<file path="src/design/stack_machine_core_macros.svh">
// assertion macros for the stack machine core
// expects clk_i and rst_ni in the scope of the module that uses them
`ifndef STACK_MACHINE_CORE_MACROS_SVH
`define STACK_MACHINE_CORE_MACROS_SVH

// same-cycle implication
`define SMC_ASSERT_IMP(lbl, ante, cons, msg) \
  lbl: assert property (@(posedge clk_i) disable iff (!rst_ni) (ante) |-> (cons)) \
    else $error(msg);

// next-cycle implication
`define SMC_ASSERT_NXT(lbl, ante, cons, msg) \
  lbl: assert property (@(posedge clk_i) disable iff (!rst_ni) (ante) |=> (cons)) \
    else $error(msg);

`endif

</file>
<file path="src/design/smc_pkg.sv">
// shared constants, codes and types of the stack machine core
// no dependencies
package smc_pkg;

  localparam int MEM_BYTES   = 4096;
  localparam int STACK_DEPTH = 64;
  localparam int WORD_BYTES  = 8;
  localparam int WORD_W      = 64;

  localparam int MEM_AW = $clog2(MEM_BYTES);
  localparam int IP_W   = $clog2(MEM_BYTES + 1);
  localparam int SP_W   = $clog2(STACK_DEPTH + 1);
  localparam int STK_AW = $clog2(STACK_DEPTH);
  localparam int BC_W   = $clog2(WORD_BYTES + 1);
  localparam int MDU_CW = $clog2(WORD_W);

  // result status codes
  localparam logic [2:0] ST_RUN     = 3'd0;
  localparam logic [2:0] ST_EXIT    = 3'd1;
  localparam logic [2:0] ST_UNDER   = 3'd2;
  localparam logic [2:0] ST_OVER    = 3'd3;
  localparam logic [2:0] ST_DIVZ    = 3'd4;
  localparam logic [2:0] ST_BADOP   = 3'd5;
  localparam logic [2:0] ST_BADADDR = 3'd6;

  // operation numbers
  localparam logic [5:0] OP_LOAD     = 6'd0;
  localparam logic [5:0] OP_STORE    = 6'd1;
  localparam logic [5:0] OP_LOADBYTE = 6'd2;
  localparam logic [5:0] OP_STOREBYTE = 6'd3;
  localparam logic [5:0] OP_EXIT     = 6'd4;
  localparam logic [5:0] OP_ADD      = 6'd5;
  localparam logic [5:0] OP_SUB      = 6'd6;
  localparam logic [5:0] OP_MUL      = 6'd7;
  localparam logic [5:0] OP_DIV      = 6'd8;
  localparam logic [5:0] OP_MOD      = 6'd9;
  localparam logic [5:0] OP_NEGATE   = 6'd10;
  localparam logic [5:0] OP_DUP      = 6'd11;
  localparam logic [5:0] OP_SWAP     = 6'd12;
  localparam logic [5:0] OP_POP      = 6'd13;
  localparam logic [5:0] OP_BAND     = 6'd14;
  localparam logic [5:0] OP_BOR      = 6'd15;
  localparam logic [5:0] OP_BNOT     = 6'd16;
  localparam logic [5:0] OP_XOR      = 6'd17;
  localparam logic [5:0] OP_SHR      = 6'd18;
  localparam logic [5:0] OP_SHL      = 6'd19;
  localparam logic [5:0] OP_SAR      = 6'd20;
  localparam logic [5:0] OP_SAL      = 6'd21;
  localparam logic [5:0] OP_AND      = 6'd22;
  localparam logic [5:0] OP_OR       = 6'd23;
  localparam logic [5:0] OP_NOT      = 6'd24;
  localparam logic [5:0] OP_EQ       = 6'd25;
  localparam logic [5:0] OP_NE       = 6'd26;
  localparam logic [5:0] OP_GT       = 6'd27;
  localparam logic [5:0] OP_LT       = 6'd28;
  localparam logic [5:0] OP_GTE      = 6'd29;
  localparam logic [5:0] OP_LTE      = 6'd30;
  localparam logic [5:0] OP_JMP      = 6'd31;
  localparam logic [5:0] OP_JMPZ     = 6'd32;

  typedef enum logic [1:0] {
    MDU_MUL,
    MDU_DIV,
    MDU_REM
  } mdu_op_e;

  typedef struct packed {
    logic    start;
    mdu_op_e op;
  } mdu_req_t;

endpackage

</file>
<file path="src/design/smc_mdu.sv">
// iterative multiply / divide unit, one bit per cycle
// depends on smc_pkg
module smc_mdu (
  input  logic                        clk_i,
  input  logic                        rst_ni,
  input  smc_pkg::mdu_req_t           req_i,
  input  logic [smc_pkg::WORD_W-1:0]  a_i,
  input  logic [smc_pkg::WORD_W-1:0]  b_i,
  output logic                        done_o,
  output logic [smc_pkg::WORD_W-1:0]  res_o
);

  localparam int W = smc_pkg::WORD_W;

  logic                      busy_q, done_q, negq_q, negr_q;
  smc_pkg::mdu_op_e          op_q;
  logic [smc_pkg::MDU_CW-1:0] cnt_q;
  logic [W-1:0]              x_q, y_q, acc_q;
  logic [W-1:0]              a_mag, b_mag;
  logic [W:0]                trial;

  assign a_mag = a_i[W-1] ? (W'(0) - a_i) : a_i;
  assign b_mag = b_i[W-1] ? (W'(0) - b_i) : b_i;
  // restoring divide step: shifted remainder minus divisor
  assign trial = {acc_q, x_q[W-1]} - {1'b0, y_q};

  always_ff @(posedge clk_i or negedge rst_ni) begin
    if (!rst_ni) begin
      busy_q <= 1'b0;
      done_q <= 1'b0;
      op_q   <= smc_pkg::MDU_MUL;
      cnt_q  <= '0;
      negq_q <= 1'b0;
      negr_q <= 1'b0;
      x_q    <= '0;
      y_q    <= '0;
      acc_q  <= '0;
    end else if (req_i.start) begin
      busy_q <= 1'b1;
      done_q <= 1'b0;
      op_q   <= req_i.op;
      cnt_q  <= '0;
      acc_q  <= '0;
      negq_q <= a_i[W-1] ^ b_i[W-1];
      negr_q <= a_i[W-1];
      if (req_i.op == smc_pkg::MDU_MUL) begin
        x_q <= a_i;
        y_q <= b_i;
      end else begin
        x_q <= a_mag;
        y_q <= b_mag;
      end
    end else if (busy_q) begin
      cnt_q <= cnt_q + 1'b1;
      if (&cnt_q) begin
        busy_q <= 1'b0;
        done_q <= 1'b1;
      end
      if (op_q == smc_pkg::MDU_MUL) begin
        if (y_q[0]) begin
          acc_q <= acc_q + x_q;
        end
        x_q <= {x_q[W-2:0], 1'b0};
        y_q <= {1'b0, y_q[W-1:1]};
      end else begin
        if (!trial[W]) begin
          acc_q <= trial[W-1:0];
        end else begin
          acc_q <= {acc_q[W-2:0], x_q[W-1]};
        end
        x_q <= {x_q[W-2:0], ~trial[W]};
      end
    end else begin
      done_q <= 1'b0;
    end
  end

  always_comb begin
    unique case (op_q)
      smc_pkg::MDU_DIV: res_o = negq_q ? (W'(0) - x_q) : x_q;
      smc_pkg::MDU_REM: res_o = negr_q ? (W'(0) - acc_q) : acc_q;
      default:          res_o = acc_q;
    endcase
  end

  assign done_o = done_q;

endmodule

</file>
<file path="config.mk">
export PLATFORM = sky130hd
export DESIGN_NAME = smc_mdu
export DESIGN_NICKNAME = d
export VERILOG_FILES = /design/src/design/stack_machine_core_macros.svh /design/src/design/smc_pkg.sv /design/src/design/smc_mdu.sv
export SDC_FILE = /design/constraint.sdc
export NUM_CORES = 1
export LEC_CHECK = 0
export ABC_AREA = 1
export BUFFER_PORTS_ARGS = -buffer_cell sky130_fd_sc_hd__buf_2
export CAP_MARGIN = 10
export CORE_MARGIN = 4
export CORE_UTILIZATION = 26
export CTS_CLUSTER_SIZE = 10
export DETAILED_ROUTE_END_ITERATION = 6
export GPL_ROUTABILITY_DRIVEN = 1
export MAX_ROUTING_LAYER = met4
export SLEW_MARGIN = 0
export SYNTH_ARGS = -nofsm -noshare
export SYNTH_HDL_FRONTEND = slang
export SYNTH_SLANG_ARGS = --single-unit
</file>
<file path="constraint.sdc">
create_clock -name clk_i -period 7.8 [get_ports clk_i]
set_input_delay 1.56 -clock clk_i [delete_from_list [all_inputs] [get_ports clk_i]]
set_output_delay 1.56 -clock clk_i [all_outputs]
set_load 0.02 [all_outputs]
</file>
==> results of run 1 <==
Yosys cell counts (20+ instances only):
library cell and instances:
sky130_fd_sc_hd__or2_2 33, sky130_fd_sc_hd__xor2_1 43, sky130_fd_sc_hd__o21bai_1 35, sky130_fd_sc_hd__nand2_1 1835, sky130_fd_sc_hd__nor2_1 646, sky130_fd_sc_hd__a21oi_1 307, sky130_fd_sc_hd__nor3_1 94, sky130_fd_sc_hd__inv_1 852
sky130_fd_sc_hd__nand4_1 107, sky130_fd_sc_hd__o221ai_1 52, sky130_fd_sc_hd__nand3b_1 25, sky130_fd_sc_hd__a31oi_1 39, sky130_fd_sc_hd__nor4_1 29, sky130_fd_sc_hd__xnor2_1 37, sky130_fd_sc_hd__nand3_2 23, sky130_fd_sc_hd__nand3_1 440
sky130_fd_sc_hd__buf_1 28, sky130_fd_sc_hd__o21ai_0 332, sky130_fd_sc_hd__ha_1 135, sky130_fd_sc_hd__o22ai_1 20, sky130_fd_sc_hd__clkbuf_1 113, sky130_fd_sc_hd__dfrtp_1 204, sky130_fd_sc_hd__o211ai_1 50
through the flow:
stage	instance area (sq um)	worst slack [ns]	power (uW)
floorplan	30280	4.017	6396
global placement	32800	3.126	8908
detailed placement	32800	3.182	8913
CTS	33660	2.535	10220
global route	33680	2.260	11170
finish	33680	2.498	10400
worst reg2reg max path: cells and delay by family (launching register included):
family	cells	cell delay, ns
buf+inv	1	0.50
simple gates	16	2.41
fa+ha+maj	1	0.44
flops	1	0.53
routing by layer:
| layer | track usage | share of wire | vias to the layer above |
|---|---|---|---|
| li1 | - | - | 18270 |
| met1 | 0.3320 | 0.44 | 17430 |
| met2 | 0.3840 | 0.44 | 1589 |
| met3 | 0.01883 | 0.069 | 273 |
| met4 | 0.1022 | 0.051 | 0 |
| met5 | - | 0 | - |
flip-flops by register name, summed over array words and instances, names as in the netlist:
signal  flops
y_q        64
op_q        2
negr_q      1
cnt_q       6
done_o      1
negq_q      1
busy_q      1
acc_q      64
x_q        64
final timing paths:
path,from,to,slack [ns],cells past startpoint
max,op_q[0],res_o[37],2.50,8
min,y_q[50],y_q[50],0.48,2
max reg2reg,acc_q[5],acc_q[33],3.79,18
min reg2reg,y_q[50],y_q[50],0.48,2
max in group asynchronous,rst_ni,cnt_q[1],5.56,2
min in group asynchronous,rst_ni,y_q[12],0.98,1
power by group through the flow:
stage | clock, uW | sequential, uW | combinational (uW)
2_1_floorplan | 0 | 1530 | 4860
3_3_place_gp | 0 | 1840 | 7070
3_5_place_dp | 0 | 1850 | 7070
4_1_cts | 1290 | 1830 | 7100
5_1_grt | 1320 | 1880 | 7970
6_report | 1270 | 1870 | 7260
cell families (layout without fill, tap and decap cells):
kind of cell,count (synthesis),count (layout),share of synthesized area
simple gates,3279,3279,0.4567
compound gates,876,876,0.1635
flops,204,204,0.1686
fa+ha+maj,137,137,0.05710
buf+inv,1032,1147,0.1307
other cells,0,1,0
xor+xnor,80,80,0.02314
mux,1,1,0.0003306
cell type report:
class                           count  area share
Antenna cell                        1  0.00007430
Clock buffer                       40     0.02329
Clock inverter                      5    0.002117
Inverter                          871     0.09718
Multi-Input combinational cell   4373      0.6316
Sequential cell                   204      0.1516
Tap cell                         1512     0.05617
Timing Repair Buffer              231     0.03797
==> run_summary.xml, run 1 <==
<?xml version="1.0" encoding="UTF-8"?>
<metrics>
  <group name="yosys">
    <metric name="synth_largest_type_area_fraction" unit="">0.2275</metric>
    <metric name="top_cells_by_area_in_the_synthesized_netlist" unit="">sky130_fd_sc_hd__nand2_1, sky130_fd_sc_hd__dfrtp_1, sky130_fd_sc_hd__inv_1, sky130_fd_sc_hd__nor2_1, sky130_fd_sc_hd__nand3_1</metric>
    <metric name="edff_count_synth" unit="">0</metric>
    <metric name="yosysWarningCount" unit="">0</metric>
    <metric name="yosys.area.top_type" unit="">sky130_fd_sc_hd__nand2_1</metric>
    <metric name="synth_flop_cell" unit="">sky130_fd_sc_hd__dfrtp_1</metric>
    <metric name="mappedNetlistNets" unit="">5879</metric>
    <metric name="post_synth_inst_count" unit="">5609</metric>
    <metric name="synth_area" unit="sq um">30280</metric>
    <metric name="synthesis.area_per_instance" unit="sq um">5.399</metric>
    <metric name="register_bit_total_from_synthesis" unit="">204</metric>
    <metric name="synth_sequential_area_ratio" unit="">0.1686</metric>
    <metric name="number_of_library_cell_types_mapped_by_synthesis" unit="">52</metric>
    <metric name="asyncSetResetFlopFracSynth" unit="">1.000</metric>
  </group>
  <group name="place">
    <metric name="hpwlAfterDp" unit="mm">127.2</metric>
    <metric name="place.detailed.instances" unit="">7190</metric>
    <metric name="count_of_buffers_from_port_buffering" unit="">197</metric>
    <metric name="gp_routability_congestion" unit="">1.038</metric>
  </group>
  <group name="power">
    <metric name="power_switching_share" unit="">0.6058</metric>
    <metric name="seq_power_share" unit="">0.180</metric>
    <metric name="power.density" unit="nW/um^2">308.8</metric>
    <metric name="share_clk_of_total_power" unit="">0.122</metric>
    <metric name="p_int" unit="uW">4100</metric>
    <metric name="combinationalPowerShare" unit="">0.698</metric>
    <metric name="static-leakage-power" unit="uW">0.01692</metric>
    <metric name="peakVddDrop" unit="mV">0.2811</metric>
    <metric name="net-switching-power" unit="uW">6300</metric>
  </group>
  <group name="layout">
    <metric name="layout-drive-gt1-share" unit="">0.06813</metric>
    <metric name="most_common_cell_after_layout_fill_and_taps_aside" unit="">sky130_fd_sc_hd__nand2_1</metric>
    <metric name="final_cells" unit="">7237</metric>
    <metric name="postLayoutCoreUtil" unit="">0.2930</metric>
    <metric name="area_of_the_multi_input_gates" unit="sq um">21270</metric>
    <metric name="area.sequential" unit="sq um">5107</metric>
    <metric name="finish.net_count" unit="">5978</metric>
    <metric name="layout.cells.most_common_list" unit="">sky130_fd_sc_hd__nand2_1, sky130_fd_sc_hd__inv_1, sky130_fd_sc_hd__nor2_1</metric>
    <metric name="final.fill_count" unit="">13290</metric>
    <metric name="area.growth.synth_to_final" unit="%">11.23</metric>
  </group>
  <group name="sta">
    <metric name="tightestPinTransition" unit="ns">1.081</metric>
    <metric name="setup_total_negative_slack" unit="ns">0</metric>
    <metric name="slew_headroom" unit="">0.2746</metric>
    <metric name="fmax" unit="MHz">188.6</metric>
    <metric name="timing.final.setup_violations" unit="">0</metric>
    <metric name="fin_worst_hold_slack" unit="ns">0.4828</metric>
    <metric name="maximum_clock_skew_at_final_layout" unit="ns">0.02877</metric>
    <metric name="finalCriticalPeriod" unit="ns">5.302</metric>
    <metric name="rsz0062_at_grt" unit="">no</metric>
    <metric name="finalHoldViolCount" unit="">0</metric>
    <metric name="finalMaxSlewViolations" unit="">0</metric>
    <metric name="post-route-period-util" unit="">0.6797</metric>
  </group>
  <group name="floorplan">
    <metric name="io_pins" unit="">198</metric>
    <metric name="floorplan.die.width" unit="um">349.3</metric>
    <metric name="start_util" unit="">0.2634</metric>
    <metric name="fp-row-count" unit="">124</metric>
    <metric name="die_y" unit="um">349.3</metric>
    <metric name="floorplan.core_area" unit="sq um">115000</metric>
    <metric name="dieArea" unit="sq um">122000</metric>
  </group>
  <group name="critical_path">
    <metric name="worst-endpoint-required" unit="ns">6.24</metric>
    <metric name="timing.critical_path.slowest_cell_delay" unit="ns">0.78</metric>
    <metric name="list_of_cells_traversed_by_the_critical_path" unit="">inv_1 &gt; ha_2 &gt; buf_4 &gt; clkinv_1 &gt; a21oi_1 &gt; o21ai_0 &gt; a31oi_1 &gt; buf_2</metric>
    <metric name="worstPathBufferInverterCount" unit="">4</metric>
    <metric name="critPathLaunchType" unit="">flop</metric>
    <metric name="critical-path-slowest-cell" unit="">sky130_fd_sc_hd__clkinv_1</metric>
    <metric name="crit_path_max_fanout" unit="">48</metric>
    <metric name="cpLargestDelayFamily" unit="">buffers and inverters</metric>
    <metric name="worst-setup-path-type" unit="">flop to output port</metric>
    <metric name="crit_path_arrival_time" unit="ns">3.74</metric>
    <metric name="worst_setup_path_end_kind" unit="">output port</metric>
  </group>
  <group name="grt">
    <metric name="antenna_found_initial" unit="">3</metric>
    <metric name="grt_max_degree" unit="">112</metric>
    <metric name="gr-total-overflow" unit="">0</metric>
    <metric name="grt_util_all_layers" unit="">0.2471</metric>
    <metric name="grt_first_pass_wirelength" unit="mm">222.9</metric>
    <metric name="first_global_vias" unit="">35130</metric>
  </group>
  <group name="drt">
    <metric name="drt-vias-per-instance" unit="">5.191</metric>
    <metric name="remaining_drc_errors" unit="">0</metric>
    <metric name="postRouteWirelength" unit="mm">152.2</metric>
    <metric name="final_antenna_net_count" unit="">0</metric>
    <metric name="drt_pre_antenna_iters" unit="">6</metric>
    <metric name="wire_per_inst" unit="um">21.03</metric>
    <metric name="drt-initial-drc-count" unit="">3920</metric>
    <metric name="routed-via-count" unit="">37570</metric>
  </group>
  <group name="worst_hold_path">
    <metric name="hold_class" unit="">flop to flop</metric>
  </group>
  <group name="clock_network">
    <metric name="h_tree_depth_reported_by_cts" unit="">1</metric>
    <metric name="ctsLongestPathBuffers" unit="">3</metric>
    <metric name="clkTransAtPathRegs" unit="ns">0.07</metric>
    <metric name="worstSkewPairLatency" unit="ns">0.62</metric>
    <metric name="post_cts_buffers" unit="">0</metric>
    <metric name="cts-buffers-inserted" unit="">27</metric>
    <metric name="hold_buffers" unit="">0</metric>
    <metric name="cts_sinks" unit="">204</metric>
    <metric name="cts_repair_resizes" unit="">0</metric>
    <metric name="cts_tree" unit="">done</metric>
    <metric name="clk_root_buffer_cell" unit="">sky130_fd_sc_hd__clkbuf_16</metric>
  </group>
  <group name="run">
    <metric name="number_of_max_cap_violations" unit="">0</metric>
  </group>
  <group name="run_status">
    <metric name="run_status" unit="">completed</metric>
  </group>
</metrics>
(Power assumes the default switching activity.)
==> run 2, diff against run 1 <==
clock period = 4.85 ns   (was 7.8 ns; I/O delays follow)
==> run 2 against run 1 <==
Effect of this change: critical path depth rose by 5; combinational power is 67% higher; setup slack worse by 2.4 ns; sequential power rose by 50%; clock power rose by 54%; final area grew 0.68%; global-route usage grew 0.35 points; worst hold slack worse by 0.11 ns; via count hardly changed; wire length up 1.1%; first-iteration DRC count increased by 5.3%; critical endpoint is now res_o[26]; largest power group unchanged.
==> run_summary.xml, run 2 (same netlist as run 1, synthesis figures left out) <==
<?xml version="1.0" encoding="UTF-8"?>
<metrics>
  <group name="run_status">
    <metric name="run_status" unit="">completed</metric>
  </group>
  <group name="drt">
    <metric name="remaining_drc_errors" unit="">0</metric>
    <metric name="wire_per_inst" unit="um">21.16</metric>
    <metric name="routed-via-count" unit="">37570</metric>
    <metric name="drt-vias-per-instance" unit="">5.168</metric>
    <metric name="postRouteWirelength" unit="mm">153.9</metric>
    <metric name="drt-initial-drc-count" unit="">4128</metric>
    <metric name="drt_pre_antenna_iters" unit="">6</metric>
    <metric name="final_antenna_net_count" unit="">0</metric>
  </group>
  <group name="layout">
    <metric name="fin_area" unit="sq um">33910</metric>
    <metric name="layout-drive-gt1-share" unit="">0.07385</metric>
    <metric name="most_common_cell_after_layout_fill_and_taps_aside" unit="">sky130_fd_sc_hd__nand2_1</metric>
    <metric name="layout_top_registers" unit="">acc_q x64, x_q x64, y_q x64</metric>
    <metric name="area.growth.synth_to_final" unit="%">11.99</metric>
    <metric name="final.fill_count" unit="">13270</metric>
    <metric name="area.sequential" unit="sq um">5107</metric>
    <metric name="layout.cells.most_common_list" unit="">sky130_fd_sc_hd__nand2_1, sky130_fd_sc_hd__inv_1, sky130_fd_sc_hd__nor2_1</metric>
    <metric name="area_of_the_multi_input_gates" unit="sq um">21280</metric>
    <metric name="finish.net_count" unit="">6010</metric>
  </group>
  <group name="floorplan">
    <metric name="floorplan.die.width" unit="um">349.3</metric>
    <metric name="start_util" unit="">0.2634</metric>
    <metric name="dieArea" unit="sq um">122000</metric>
    <metric name="fp-row-count" unit="">124</metric>
    <metric name="io_pins" unit="">198</metric>
    <metric name="die_y" unit="um">349.3</metric>
    <metric name="floorplan.core_area" unit="sq um">115000</metric>
  </group>
  <group name="run">
    <metric name="number_of_max_cap_violations" unit="">0</metric>
  </group>
  <group name="critical_path">
    <metric name="critPathLaunchType" unit="">flop</metric>
    <metric name="cpLargestDelayFamily" unit="">simple AND/OR/NAND/NOR gates</metric>
    <metric name="cp_common_cell" unit="">sky130_fd_sc_hd__nand2_1</metric>
    <metric name="worst-endpoint-required" unit="ns">3.88</metric>
    <metric name="worst-setup-path-type" unit="">flop to output port</metric>
    <metric name="list_of_cells_traversed_by_the_critical_path" unit="">inv_1 &gt; ha_1 &gt; nand3_1 &gt; nor2_1 &gt; nand2_1 &gt; nor2_1 &gt; xor2_1 &gt; nand2_1 &gt; o21ai_0 &gt; o22ai_1 &gt; nand2_1 &gt; o21ai_0 &gt; buf_2</metric>
    <metric name="crit_path_arrival_time" unit="ns">3.75</metric>
    <metric name="critical-path-slowest-cell" unit="">sky130_fd_sc_hd__nor2_1</metric>
    <metric name="worstPathBufferInverterCount" unit="">2</metric>
    <metric name="crit_path_max_fanout" unit="">5</metric>
    <metric name="timing.critical_path.slowest_cell_delay" unit="ns">0.53</metric>
    <metric name="worst_setup_path_end_kind" unit="">output port</metric>
  </group>
  <group name="sta">
    <metric name="finalHoldViolCount" unit="">0</metric>
    <metric name="slew_headroom" unit="">0.1776</metric>
    <metric name="finalMaxSlewViolations" unit="">0</metric>
    <metric name="finalCriticalPeriod" unit="ns">4.717</metric>
    <metric name="tightestPinTransition" unit="ns">1.232</metric>
    <metric name="timing.final.setup_violations" unit="">0</metric>
    <metric name="fmax" unit="MHz">212.0</metric>
    <metric name="rsz0062_at_grt" unit="">no</metric>
    <metric name="setup_total_negative_slack" unit="ns">0</metric>
    <metric name="maximum_clock_skew_at_final_layout" unit="ns">0.03649</metric>
    <metric name="post-route-period-util" unit="">0.9726</metric>
  </group>
  <group name="power">
    <metric name="peakVddDrop" unit="mV">0.2608</metric>
    <metric name="static-leakage-power" unit="uW">0.01708</metric>
    <metric name="power.density" unit="nW/um^2">496.6</metric>
  </group>
  <group name="grt">
    <metric name="grt_max_degree" unit="">95</metric>
    <metric name="grt_first_pass_wirelength" unit="mm">224.4</metric>
    <metric name="grt_util_all_layers" unit="">0.2506</metric>
    <metric name="antenna_found_initial" unit="">2</metric>
    <metric name="first_global_vias" unit="">35220</metric>
    <metric name="gr-total-overflow" unit="">0</metric>
  </group>
  <group name="place">
    <metric name="place_area" unit="sq um">33060</metric>
    <metric name="hpwlAfterDp" unit="mm">130.1</metric>
    <metric name="count_of_buffers_from_port_buffering" unit="">197</metric>
    <metric name="gp_routability_congestion" unit="">1.054</metric>
  </group>
  <group name="clock_network">
    <metric name="cts-buffers-inserted" unit="">27</metric>
    <metric name="cts_sinks" unit="">204</metric>
    <metric name="worstSkewPairLatency" unit="ns">0.62</metric>
    <metric name="clkTransAtPathRegs" unit="ns">0.06</metric>
    <metric name="hold_buffers" unit="">0</metric>
    <metric name="ctsLongestPathBuffers" unit="">3</metric>
    <metric name="cts_tree" unit="">done</metric>
    <metric name="clk_root_buffer_cell" unit="">sky130_fd_sc_hd__clkbuf_16</metric>
    <metric name="h_tree_depth_reported_by_cts" unit="">1</metric>
  </group>
  <group name="worst_hold_path">
    <metric name="hold_class" unit="">input pin to async pin</metric>
  </group>
</metrics>
==> run 2: changes by cell type in the layout (fill, tap and decap cells not counted), sizes merged <==
cell    previous run  this run
bufinv             1         0
clkbuf            40        38
buf              231       263
clkinv            11        13
diode              1         3
==> run 2: layout make-up <==
| cell class | count | area share |
|---|---|---|
| Antenna cell | 3 | 0.0002214 |
| Clock buffer | 38 | 0.02291 |
| Clock inverter | 6 | 0.001513 |
| Inverter | 871 | 0.09652 |
| Multi-Input combinational cell | 4373 | 0.6276 |
| Sequential cell | 204 | 0.1506 |
| Tap cell | 1512 | 0.05579 |
| Timing Repair Buffer | 263 | 0.04479 |
==> run 2: routing by layer <==
layer	wire length [um]	global-route usage	vias to the layer above	share of wire
met5	0	-	-	0
met4	8930	0.1163	0	0.058
met3	9471	0.02000	287	0.062
met2	68540	0.3965	1445	0.45
met1	66920	0.3255	17460	0.43
li1	-	-	18380	-
==> run 2: repair_timing <==
item	CTS	global route
endpoints found under the setup margin	0	4
resized for setup	0	3
setup buffers	0	0
==> run 2: through the flow <==
stage          hold slack, ns    util  std cells  total power, uW  setup WS [ns]
2_1_floorplan          0.4488       -       5609            10290          1.657
3_3_place_gp           0.4633  0.2876       7223            14540         0.7348
3_5_place_dp           0.4657  0.2876       7223            14530         0.7191
4_1_cts                0.4132  0.2948       7267            16570        0.04207
5_1_grt                0.4472  0.2949       7268            18120        0.03299
6_report               0.3679  0.2950       7270            16840         0.1331
==> run 2: path summary, 6_finish.rpt <==
kind,startpoint,depth (start not counted),endpoint,slack (ns)
setup / recovery,x_q[1],13,res_o[26],0.13
hold / removal,rst_ni,1,y_q[11],0.37
setup reg to reg,x_q[63],19,acc_q[7],1.17
hold reg to reg,y_q[44],2,y_q[44],0.48
max in group asynchronous,rst_ni,2,x_q[56],3.39
min in group clk_i,y_q[44],2,y_q[44],0.48
==> run 2: report_power, final <==
part	internal (uW)	switching [uW]	total (uW)
sequential	2060	744	2810
combinational	3510	8560	12100
clock	1110	856	1960
